$ cat config.mk
export PLATFORM = sky130hd
export DESIGN_NAME = flow_pulse_rate_meter
export DESIGN_NICKNAME = d
export VERILOG_FILES = /design/src/frp_pkg.sv /design/src/frp_div.sv /design/src/frp_datapath.sv /design/src/frp_ctrl.sv /design/src/flow_pulse_rate_meter.sv
export SDC_FILE = /design/constraint.sdc
export NUM_CORES = 1
export LEC_CHECK = 0
export ABC_AREA = 0
export BUFFER_PORTS_ARGS = -buffer_cell sky130_fd_sc_hd__buf_2
export CAP_MARGIN = 10
export CORE_ASPECT_RATIO = 0.7
export CORE_MARGIN = 5
export CORE_UTILIZATION = 50
export CTS_BUF_LIST = sky130_fd_sc_hd__clkbuf_4 sky130_fd_sc_hd__clkbuf_8
export DETAILED_ROUTE_END_ITERATION = 8
export GPL_TIMING_DRIVEN = 0
export PLACE_DENSITY = 0.7
export SLEW_MARGIN = 20
export SYNTH_ARGS = -nofsm -noshare
export SYNTH_HDL_FRONTEND = slang
export SYNTH_SLANG_ARGS = --single-unit
$ cat constraint.sdc
create_clock -name i_clk -period 4.8 [get_ports i_clk]
set_clock_uncertainty 0.05 [all_clocks]
set_input_delay 1.2 -clock i_clk [delete_from_list [all_inputs] [get_ports i_clk]]
set_output_delay 1.2 -clock i_clk [all_outputs]
set_load 0.01 [all_outputs]
$ cat src/frp_pkg.sv
// ============================================================================
// frp_pkg - shared types and constants for the flow pulse rate meter
// Item kinds, configuration register indexes, reset values, controller states
// and the command/status bundles between controller and datapath.
// ============================================================================
`default_nettype none

package frp_pkg;

    // Item kinds carried in the func field
    typedef enum logic [1:0] {
        FUNC_TICK  = 2'd0,
        FUNC_EDGE  = 2'd1,
        FUNC_CMD   = 2'd2,
        FUNC_SRST  = 2'd3
    } t_func;

    // Configuration register indexes
    typedef enum logic [1:0] {
        CFG_ENABLE  = 2'd0,
        CFG_WINDOW  = 2'd1,
        CFG_LOCKOUT = 2'd2,
        CFG_SCALE   = 2'd3
    } t_cfg_idx;

    localparam int unsigned CFG_IDX_W  = 2;
    localparam int unsigned CFG_DATA_W = 32;

    // Register reset values
    localparam logic        ENABLE_RST  = 1'b0;
    localparam logic [19:0] WINDOW_RST  = 20'd30000;
    localparam logic [15:0] LOCKOUT_RST = 16'd200;
    localparam logic [31:0] SCALE_RST   = 32'd10000000;

    // Rate marker and saturation limit of the time-since-pulse counter
    localparam logic [15:0] RATE_INVALID = 16'hFFFF;
    localparam logic [16:0] SINCE_MAX    = 17'h1FFFF;

    // Read-count command
    localparam logic [7:0] CMD_LEN_READ  = 8'd1;
    localparam logic [7:0] CMD_CODE_READ = 8'd1;

    // Controller states
    typedef enum logic [2:0] {
        S_IDLE,
        S_EXEC,
        S_CHECK,
        S_DIV,
        S_MUL,
        S_UPD,
        S_DONE
    } t_state;

    // Controller to datapath commands
    typedef struct packed {
        logic capture;    // latch the incoming item
        logic exec;       // apply the item to the state
        logic div_start;  // start scale / elapsed
        logic mul;        // register count * quotient
        logic upd;        // commit the new rate, restart the window
        logic load_out;   // load the result register
    } t_dp_cmd;

    // Datapath to controller status
    typedef struct packed {
        logic is_tick;    // latched item is a millisecond tick
        logic compute;    // window reached and block enabled
        logic div_done;   // quotient ready
    } t_dp_sts;

endpackage

`default_nettype wire

$ cat src/frp_div.sv
// ============================================================================
// frp_div - iterative 32-bit unsigned divider
// Restoring division, one quotient bit per cycle.
// A zero divisor yields an all-ones quotient.
// ============================================================================
`default_nettype none

module frp_div (
    input  wire logic        i_clk,
    input  wire logic        i_rst_n,
    input  wire logic        i_start,
    input  wire logic [31:0] i_num,
    input  wire logic [31:0] i_den,
    output logic             o_done,
    output logic [31:0]      o_quot
);

    logic [31:0] r_rem;
    logic [31:0] r_quo;
    logic [31:0] r_den;
    logic [4:0]  r_cnt;
    logic        r_busy;
    logic        r_done;

    logic [32:0] w_rem_sh;
    logic        w_ge;
    logic [32:0] w_diff;

    // Shift in the next dividend bit and trial-subtract
    always_comb begin
        w_rem_sh = {r_rem, r_quo[31]};
        w_ge     = (w_rem_sh >= {1'b0, r_den});
        w_diff   = w_rem_sh - {1'b0, r_den};
    end

    // Control: busy flag, step counter, done pulse
    always_ff @(posedge i_clk) begin
        if (!i_rst_n) begin
            r_busy <= 1'b0;
            r_done <= 1'b0;
            r_cnt  <= '0;
        end else begin
            r_done <= 1'b0;
            if (i_start) begin
                r_busy <= 1'b1;
                r_cnt  <= '0;
            end else if (r_busy) begin
                r_cnt <= r_cnt + 5'd1;
                if (r_cnt == 5'd31) begin
                    r_busy <= 1'b0;
                    r_done <= 1'b1;
                end
            end
        end
    end

    // Datapath: remainder and dividend/quotient shift register
    always_ff @(posedge i_clk) begin
        if (i_start) begin
            r_rem <= '0;
            r_quo <= i_num;
            r_den <= i_den;
        end else if (r_busy) begin
            r_rem <= w_ge ? w_diff[31:0] : w_rem_sh[31:0];
            r_quo <= {r_quo[30:0], w_ge};
        end
    end

    assign o_done = r_done;
    assign o_quot = r_quo;

endmodule

`default_nettype wire

$ cat src/frp_datapath.sv
// ============================================================================
// frp_datapath - state, configuration and arithmetic of the rate meter
// Holds counters, registers and the result register; runs the divider and
// the count * quotient multiply under command of the controller.
// ============================================================================
`default_nettype none

module frp_datapath (
    input  wire logic                          i_clk,
    input  wire logic                          i_rst_n,
    // configuration
    input  wire logic                          i_cfg_we,
    input  wire logic [frp_pkg::CFG_IDX_W-1:0] i_cfg_idx,
    input  wire logic [frp_pkg::CFG_DATA_W-1:0] i_cfg_data,
    // item fields
    input  wire logic [1:0]                    i_func,
    input  wire logic [7:0]                    i_cmd_length,
    input  wire logic [7:0]                    i_cmd_code,
    // control
    input  wire frp_pkg::t_dp_cmd              i_cmd,
    output frp_pkg::t_dp_sts                   o_sts,
    // result payload
    output logic [15:0]                        o_flow_rate,
    output logic                               o_rate_valid,
    output logic                               o_rate_changed,
    output logic [15:0]                        o_pulse_count,
    output logic                               o_count_valid,
    output logic                               o_cmd_status
);

    // configuration registers
    logic        r_enable;
    logic [19:0] r_window;
    logic [15:0] r_lockout;
    logic [31:0] r_scale;

    // latched item
    frp_pkg::t_func r_func;
    logic [7:0]     r_len;
    logic [7:0]     r_code;

    // block state
    logic [15:0] r_pulses;
    logic [16:0] r_since;
    logic [31:0] r_elapsed;
    logic [15:0] r_rate;

    // per-item flags and product
    logic        r_changed;
    logic        r_cvalid;
    logic        r_status;
    logic [15:0] r_prod;

    // result register
    logic [15:0] r_out_rate;
    logic        r_out_rvalid;
    logic        r_out_changed;
    logic [15:0] r_out_count;
    logic        r_out_cvalid;
    logic        r_out_status;

    logic        w_div_done;
    logic [31:0] w_quot;
    logic [31:0] w_prod;

    frp_div u_div (
        .i_clk   (i_clk),
        .i_rst_n (i_rst_n),
        .i_start (i_cmd.div_start),
        .i_num   (r_scale),
        .i_den   (r_elapsed),
        .o_done  (w_div_done),
        .o_quot  (w_quot)
    );

    // only the low 16 bits of the product survive
    assign w_prod = {16'd0, r_pulses} * {16'd0, w_quot[15:0]};

    // Write configuration registers
    always_ff @(posedge i_clk) begin
        if (!i_rst_n) begin
            r_enable  <= frp_pkg::ENABLE_RST;
            r_window  <= frp_pkg::WINDOW_RST;
            r_lockout <= frp_pkg::LOCKOUT_RST;
            r_scale   <= frp_pkg::SCALE_RST;
        end else if (i_cfg_we) begin
            case (frp_pkg::t_cfg_idx'(i_cfg_idx))
                frp_pkg::CFG_ENABLE:  r_enable  <= i_cfg_data[0];
                frp_pkg::CFG_WINDOW:  r_window  <= i_cfg_data[19:0];
                frp_pkg::CFG_LOCKOUT: r_lockout <= i_cfg_data[15:0];
                frp_pkg::CFG_SCALE:   r_scale   <= i_cfg_data;
                default: ;
            endcase
        end
    end

    // Latch the accepted item
    always_ff @(posedge i_clk) begin
        if (i_cmd.capture) begin
            r_func <= frp_pkg::t_func'(i_func);
            r_len  <= i_cmd_length;
            r_code <= i_cmd_code;
        end
    end

    // Advance block state per item kind; commit computed rate
    always_ff @(posedge i_clk) begin
        if (!i_rst_n) begin
            r_pulses  <= '0;
            r_since   <= '0;
            r_elapsed <= '0;
            r_rate    <= frp_pkg::RATE_INVALID;
            r_changed <= 1'b0;
            r_cvalid  <= 1'b0;
            r_status  <= 1'b0;
        end else begin
            if (i_cmd.capture) begin
                r_changed <= 1'b0;
                r_cvalid  <= 1'b0;
                r_status  <= 1'b0;
            end
            if (i_cmd.exec) begin
                case (r_func)
                    frp_pkg::FUNC_TICK: begin
                        r_elapsed <= r_elapsed + 32'd1;
                        if (r_since != frp_pkg::SINCE_MAX) begin
                            r_since <= r_since + 17'd1;
                        end
                    end
                    frp_pkg::FUNC_EDGE: begin
                        if (r_since > {1'b0, r_lockout}) begin
                            r_pulses <= r_pulses + 16'd1;
                            r_since  <= '0;
                        end
                    end
                    frp_pkg::FUNC_CMD: begin
                        if (r_len == frp_pkg::CMD_LEN_READ &&
                            r_code == frp_pkg::CMD_CODE_READ) begin
                            r_cvalid <= 1'b1;
                        end else begin
                            r_status <= 1'b1;
                        end
                    end
                    frp_pkg::FUNC_SRST: begin
                        r_pulses  <= '0;
                        r_elapsed <= '0;
                        r_rate    <= frp_pkg::RATE_INVALID;
                    end
                    default: ;
                endcase
            end
            if (i_cmd.upd) begin
                r_rate    <= r_prod;
                r_changed <= (r_prod != r_rate);
                r_pulses  <= '0;
                r_elapsed <= '0;
            end
        end
    end

    // Register the product
    always_ff @(posedge i_clk) begin
        if (i_cmd.mul) begin
            r_prod <= w_prod[15:0];
        end
    end

    // Load the result register
    always_ff @(posedge i_clk) begin
        if (i_cmd.load_out) begin
            r_out_rate    <= r_rate;
            r_out_rvalid  <= (r_rate != frp_pkg::RATE_INVALID);
            r_out_changed <= r_changed;
            r_out_count   <= r_pulses;
            r_out_cvalid  <= r_cvalid;
            r_out_status  <= r_status;
        end
    end

    // Status to the controller
    always_comb begin
        o_sts.is_tick  = (r_func == frp_pkg::FUNC_TICK);
        o_sts.compute  = r_enable && (r_elapsed >= {12'd0, r_window});
        o_sts.div_done = w_div_done;
    end

    assign o_flow_rate    = r_out_rate;
    assign o_rate_valid   = r_out_rvalid;
    assign o_rate_changed = r_out_changed;
    assign o_pulse_count  = r_out_count;
    assign o_count_valid  = r_out_cvalid;
    assign o_cmd_status   = r_out_status;

endmodule

`default_nettype wire

$ cat src/frp_ctrl.sv
// ============================================================================
// frp_ctrl - sequencer of the flow pulse rate meter
// Takes one item at a time, steps the datapath through update, divide,
// multiply and commit, and owns the valid flag of the result register.
// ============================================================================
`default_nettype none

module frp_ctrl (
    input  wire logic             i_clk,
    input  wire logic             i_rst_n,
    input  wire logic             i_in_valid,
    output logic                  o_in_ready,
    output logic                  o_out_valid,
    input  wire logic             i_out_ready,
    input  wire frp_pkg::t_dp_sts i_sts,
    output frp_pkg::t_dp_cmd      o_cmd
);

    frp_pkg::t_state r_state;
    frp_pkg::t_state n_state;
    logic            r_out_valid;
    logic            n_out_valid;

    // Hold state and result valid
    always_ff @(posedge i_clk) begin
        if (!i_rst_n) begin
            r_state     <= frp_pkg::S_IDLE;
            r_out_valid <= 1'b0;
        end else begin
            r_state     <= n_state;
            r_out_valid <= n_out_valid;
        end
    end

    // Next state and commands
    always_comb begin
        n_state     = r_state;
        o_cmd       = '0;
        o_in_ready  = 1'b0;
        n_out_valid = r_out_valid && !i_out_ready;
        case (r_state)
            frp_pkg::S_IDLE: begin
                o_in_ready = 1'b1;
                if (i_in_valid) begin
                    o_cmd.capture = 1'b1;
                    n_state       = frp_pkg::S_EXEC;
                end
            end
            frp_pkg::S_EXEC: begin
                o_cmd.exec = 1'b1;
                n_state    = i_sts.is_tick ? frp_pkg::S_CHECK : frp_pkg::S_DONE;
            end
            frp_pkg::S_CHECK: begin
                if (i_sts.compute) begin
                    o_cmd.div_start = 1'b1;
                    n_state         = frp_pkg::S_DIV;
                end else begin
                    n_state = frp_pkg::S_DONE;
                end
            end
            frp_pkg::S_DIV: begin
                if (i_sts.div_done) begin
                    n_state = frp_pkg::S_MUL;
                end
            end
            frp_pkg::S_MUL: begin
                o_cmd.mul = 1'b1;
                n_state   = frp_pkg::S_UPD;
            end
            frp_pkg::S_UPD: begin
                o_cmd.upd = 1'b1;
                n_state   = frp_pkg::S_DONE;
            end
            frp_pkg::S_DONE: begin
                // load once the result register is free or draining
                if (!r_out_valid || i_out_ready) begin
                    o_cmd.load_out = 1'b1;
                    n_out_valid    = 1'b1;
                    n_state        = frp_pkg::S_IDLE;
                end
            end
            default: begin
                n_state = frp_pkg::S_IDLE;
            end
        endcase
    end

    assign o_out_valid = r_out_valid;

endmodule

`default_nettype wire

$ cat src/flow_pulse_rate_meter.sv
// ============================================================================
// flow_pulse_rate_meter - debounced pulse counter and flow rate meter
// Counts debounced sensor edges, times windows on millisecond ticks and
// turns the count into a flow rate at the end of each window.
// ============================================================================
// Input channel (i_in_valid/o_in_ready) carries one item per beat: a
// millisecond tick, a sensor falling edge, a command or a soft reset.
// Every item yields exactly one result beat on o_out_valid/i_out_ready,
// in order. Items are processed one at a time.
// Sequence: every item is latched and applied to the state, then the result
// register is loaded; a tick also checks the window, and a tick that closes a
// window first runs the bit-serial divide of rate_scale by the elapsed time,
// then a registered 16x16 multiply and a commit step. A new item is accepted
// in the cycle after the previous result is loaded.
// The result register lets the next item be taken while a result still
// waits; a stalled receiver holds the result and stops the sequencer at the
// load step until the beat is taken.
// The user must write configuration (i_cfg_we/i_cfg_idx/i_cfg_data) only while
// the block is idle; it does not enforce this. Synchronous reset restores the
// register defaults, clears the counters and marks the rate invalid.
// ============================================================================
`default_nettype none

module flow_pulse_rate_meter (
    input  wire logic                           i_clk,
    input  wire logic                           i_rst_n,
    // configuration
    input  wire logic                           i_cfg_we,
    input  wire logic [frp_pkg::CFG_IDX_W-1:0]  i_cfg_idx,
    input  wire logic [frp_pkg::CFG_DATA_W-1:0] i_cfg_data,
    // item channel
    input  wire logic                           i_in_valid,
    output logic                                o_in_ready,
    input  wire logic [1:0]                     i_func,
    input  wire logic [7:0]                     i_cmd_length,
    input  wire logic [7:0]                     i_cmd_code,
    // result channel
    output logic                                o_out_valid,
    input  wire logic                           i_out_ready,
    output logic [15:0]                         o_flow_rate,
    output logic                                o_rate_valid,
    output logic                                o_rate_changed,
    output logic [15:0]                         o_pulse_count,
    output logic                                o_count_valid,
    output logic                                o_cmd_status
);

    frp_pkg::t_dp_cmd w_cmd;
    frp_pkg::t_dp_sts w_sts;

    frp_ctrl u_ctrl (
        .i_clk       (i_clk),
        .i_rst_n     (i_rst_n),
        .i_in_valid  (i_in_valid),
        .o_in_ready  (o_in_ready),
        .o_out_valid (o_out_valid),
        .i_out_ready (i_out_ready),
        .i_sts       (w_sts),
        .o_cmd       (w_cmd)
    );

    frp_datapath u_dp (
        .i_clk          (i_clk),
        .i_rst_n        (i_rst_n),
        .i_cfg_we       (i_cfg_we),
        .i_cfg_idx      (i_cfg_idx),
        .i_cfg_data     (i_cfg_data),
        .i_func         (i_func),
        .i_cmd_length   (i_cmd_length),
        .i_cmd_code     (i_cmd_code),
        .i_cmd          (w_cmd),
        .o_sts          (w_sts),
        .o_flow_rate    (o_flow_rate),
        .o_rate_valid   (o_rate_valid),
        .o_rate_changed (o_rate_changed),
        .o_pulse_count  (o_pulse_count),
        .o_count_valid  (o_count_valid),
        .o_cmd_status   (o_cmd_status)
    );

endmodule

`default_nettype wire

==> results_dict.tcl <==
set metrics [dict create \
    outcome "complete, but fails checks" \
    violations "negative setup slack" \
    cts.sinks 330 \
    fin_crit_ns 5.326 \
    grt_pass1_wl_mm 80.99 \
    drive_gt1_frac 0.1464 \
    criticalPathCategory "flip-flop to flip-flop" \
    crit_start "u_dp.u_div.o_quot[2]$_DFFE_PP_" \
    fin_ws_ns -0.5256 \
    seq_power_share 0.503 \
    syn_to_final_growth_pct 15.21 \
    hold_path_class "flip-flop to flip-flop" \
    synth_seq_area_share 0.4062 \
    setup_tns_ns -2.098 \
    required_ns 5.07 \
    cts_buffer_depth 3 \
    critPathMaxFanout 8 \
    wl_met3_mm 4.264 \
    met2_length_mm 20.98 \
    synthTopCellsByArea "edfxtp_1 21%, dfxtp_1 20%, fa_1 8.3%, ha_1 8.1%, nand2_1 7.2%" \
    numPortBuffers 94 \
    synth_flop_cell "dfxtp_1" \
    internal_power_mw 4.600 \
    yosys_warnings 0 \
    synth-simple-area-share 0.1799 \
    clk_latency_ns 0.60 \
    syn_inst 2091 \
    drc_errors 0 \
    dp_hpwl_mm 38.02 \
    path_clk_slew_ns 0.06 \
    grt_pass1_vias 15290 \
    yosysTopAreaCell "edfxtp_1" \
    critPathTopFamily "adder cells" \
    yosys-mux-area-fraction 0.01592 \
    place_area_sq_um 20890 \
    power_density_nw_per_um2 266.0 \
    critPathSlowestCell "fa_1" \
    synth_top_family_by_area "simple AND/OR/NAND/NOR gates" \
    end_kind "flip-flop" \
    syn-num-nets 2356 \
    path_buf_inv 4 \
    p_sw_frac 0.2331 \
    rows 60 \
    synthAdderAreaFrac 0.1641 \
    ys_types 81 \
    final_hold_viol_count 0 \
    synth_top_area_frac 0.2056 \
    core_area_sq_um 38510 \
    max_cap_viol_count 0 \
    finalNonFillerCells 2836 \
    synth_compound_area_frac 0.1201 \
    slowest_delay_ns 0.57 \
    setup.worst_path.start_class "flip-flop" \
    start_util 0.5081 \
    cts_buffers 53 \
    wl_met1_mm 23.70 \
    finalMaxSlewViolations 0 \
    first_pass_iters 6 \
    htree_levels 2 \
    design_area_sq_um 22540 \
    power.switching_mw 1.398 \
    viasPerCell 5.445 \
    cts_tree "built" \
    syn_area_sq_um 19570 \
    overflow 0 \
    fp.dieH_um 175.5 \
    worstMarginPinSlew_ns 0.8513 \
    highest_layer "met4" \
    pwr-share-comb 0.063 \
    hp-start "u_dp.r_cvalid$_SDFF_PN0_" \
    max_freq_mhz 187.8 \
    crit_chain "clkbuf_8 > nand2_1 > fa_1 > fa_1 > inv_1 > fa_1 > fa_1 > fa_1 > inv_2 > fa_1 > inv_2 > ha_4 > and3_4 > o311a_4 > nor2_2 > a21oi_2 > xnor2_1" \
    grt_max_degree 36 \
    grt_antenna_before_repair 1 \
    wl_per_cell_um 17.73 \
    async_flop_share 0 \
    synth_xor_area_frac 0.05550 \
    rsz0062_at_grt "true" \
    gp_congestion 0.8913 \
    synth-seq-cells 330 \
    timing.rr.start "u_dp.u_div.o_quot[2]$_DFFE_PP_" \
    slew_headroom 0.4247 \
    root_buffer "clkbuf_8" \
    dieArea_sq_um 43250 \
    chipWidth_um 246.4 \
    dp.cells 2715 \
    num_vias 15440 \
    syn_avg_cell_area_sq_um 9.358 \
    crit_arrival_ns 5.60 \
    drtIter0Drc 1199 \
    drtAntennaViolNets 0 \
    vdd_drop_max_mv 0.2489 \
    p_leak_nw 9.732 \
    io_pins 95 \
    setup_violations 6 \
    drt-total-wl_mm 50.29 \
    p_clk_frac 0.434 \
    layout.nets 2531 \
    track_usage 0.2323 \
    finalCritPeriodShare 1.110 \
    cp_common_cell "fa_1" \
    synth_edf_count 134 \
]
[cells in the mapped netlist (4+ instances only)]
library cell  count
clkbuf_1         71
o21ai_0          65
nor3_1           22
a21oi_1          79
buf_1             7
a21o_1           23
and4_1            7
nand2b_1          8
mux2i_1          30
nand3_1          37
nand2_1         377
xnor2_1          63
dfxtp_1         196
a211oi_1          6
or2_2            12
and3_1           21
o21ai_1           5
nor2b_1           9
inv_1           203
a41oi_1           4
or3_1            18
o2111ai_1         6
a211o_1           5
buf_2             7
nor4_1            9
or4_1             4
and2_1           79
nor2_1           97
o22ai_1          20
o211ai_1         27
a21boi_0         52
o21bai_1          5
o21a_1            9
a31oi_1          13
ha_1            127
xor2_1           61
fa_1             81
nand4_1          31
edfxtp_1        134
[metal layers]
layer | GRT usage | up-vias
met5 | 0 | -
met4 | 0.06250 | 0
met3 | 0.05628 | 103
met2 | 0.3402 | 524
met1 | 0.3450 | 7348
li1 | - | 7468
[final timing paths]
| check | slack, ns | end | cells after the start |
|---|---|---|---|
| max | -0.53 | u_dp.r_prod[15]$_DFFE_PP_ | 17 |
| min | 0.38 | u_dp.o_count_valid$_DFFE_PP_ | 0 |
| max reg2reg | -0.53 | u_dp.r_prod[15]$_DFFE_PP_ | 17 |
| min reg2reg | 0.38 | u_dp.o_count_valid$_DFFE_PP_ | 0 |
[per-stage QoR]
| step | util | power (mW) | setup WS (ns) | hold slack, ns |
|---|---|---|---|---|
| 6_report | 0.5854 | 5.998 | -0.5256 | 0.3791 |
| 5_1_grt | 0.5854 | 6.228 | -0.6785 | 0.4113 |
| 4_1_cts | 0.5835 | 6.051 | -0.4697 | 0.3792 |
| 3_5_place_dp | 0.5423 | 3.442 | -0.9701 | 0.3717 |
| 3_3_place_gp | 0.5404 | 3.425 | -0.9601 | 0.3630 |
| 2_1_floorplan | - | 3.293 | -0.1781 | 0.3564 |
[kinds of logic (layout without fill, tap and decap cells)]
| family | count (synthesis) | count (layout) |
|---|---|---|
| fa+ha+maj | 208 | 208 |
| other cells | 0 | 1 |
| flops | 330 | 330 |
| mux | 31 | 31 |
| xor+xnor | 124 | 124 |
| simple gates | 752 | 752 |
| buf+inv | 293 | 510 |
| compound gates | 353 | 353 |
[registers in the layout, indices dropped and copies added (netlist names), 2 cells and up]
signal and flops:
u_dp.r_elapsed 32, u_dp.r_scale 32, u_dp.u_div.o_quot 32, u_dp.u_div.r_den 32, u_dp.u_div.r_rem 32, u_dp.r_window 20
u_dp.r_since 17, u_dp.o_flow_rate 16, u_dp.o_pulse_count 16, u_dp.r_lockout 16, u_dp.r_prod 16, u_dp.r_pulses 16
u_dp.r_rate 16, u_dp.r_code 8, u_dp.r_len 8, u_dp.u_div.r_cnt 5, u_ctrl.r_state 3, u_dp.r_func 2
[cell usage in the layout, fill, tap and decap left out, types with 7 or more instances in the layout]
cell        n
mux2i_1    30
a31oi_1    13
ha_4       10
clkbuf_8   71
o22ai_1    20
or3_1      18
nor3_1     20
nor4_1      9
o21a_1      9
fa_1       76
o211ai_1   27
edfxtp_1  134
and3_1     20
a21oi_1    77
and2_1     67
clkbuf_1   49
nor2b_1     8
and4_1      7
a21o_1     23
xor2_1     61
clkbuf_4   30
a21boi_0   52
nor2_1     96
ha_1      115
nand3_1    37
buf_4      28
xnor2_1    60
inv_1     195
buf_2     102
o21ai_0    64
nand2b_1    8
or2_2      12
dfxtp_1   187
and2_4     12
inv_2       9
nand2_1   376
nand4_1    31
[repair_timing]
action | CTS | global route
pin swaps | 33 | 20
hold buffers | 0 | 0
gates cloned | 1 | 0
setup buffers | 23 | 4
endpoints found under the setup margin | 7 | 7
resized for setup | 70 | 11
[cell type report]
| type | instances | area (sq um) |
|---|---|---|
| Fill cell | 3307 | 15970 |
| Multi-Input combinational cell | 1468 | 10730 |
| Sequential cell | 330 | 7966 |
| Clock buffer | 85 | 1001 |
| Inverter | 204 | 765.7 |
| Timing Repair Buffer | 125 | 743.2 |
| Tap cell | 527 | 659.4 |
| Buffer | 84 | 526.8 |
| Clock inverter | 12 | 145.1 |
| Antenna cell | 1 | 2.502 |
[power groups by stage]
| stage | Clock [mW] | Combinational, mW | Sequential, mW |
|---|---|---|---|
| floorplan | 0 | 0.224 | 3.07 |
| global placement | 0 | 0.346 | 3.08 |
| detailed placement | 0 | 0.361 | 3.08 |
| CTS | 2.66 | 0.376 | 3.02 |
| global route | 2.78 | 0.421 | 3.02 |
| finish | 2.60 | 0.378 | 3.02 |
(Power assumes the default switching activity.)
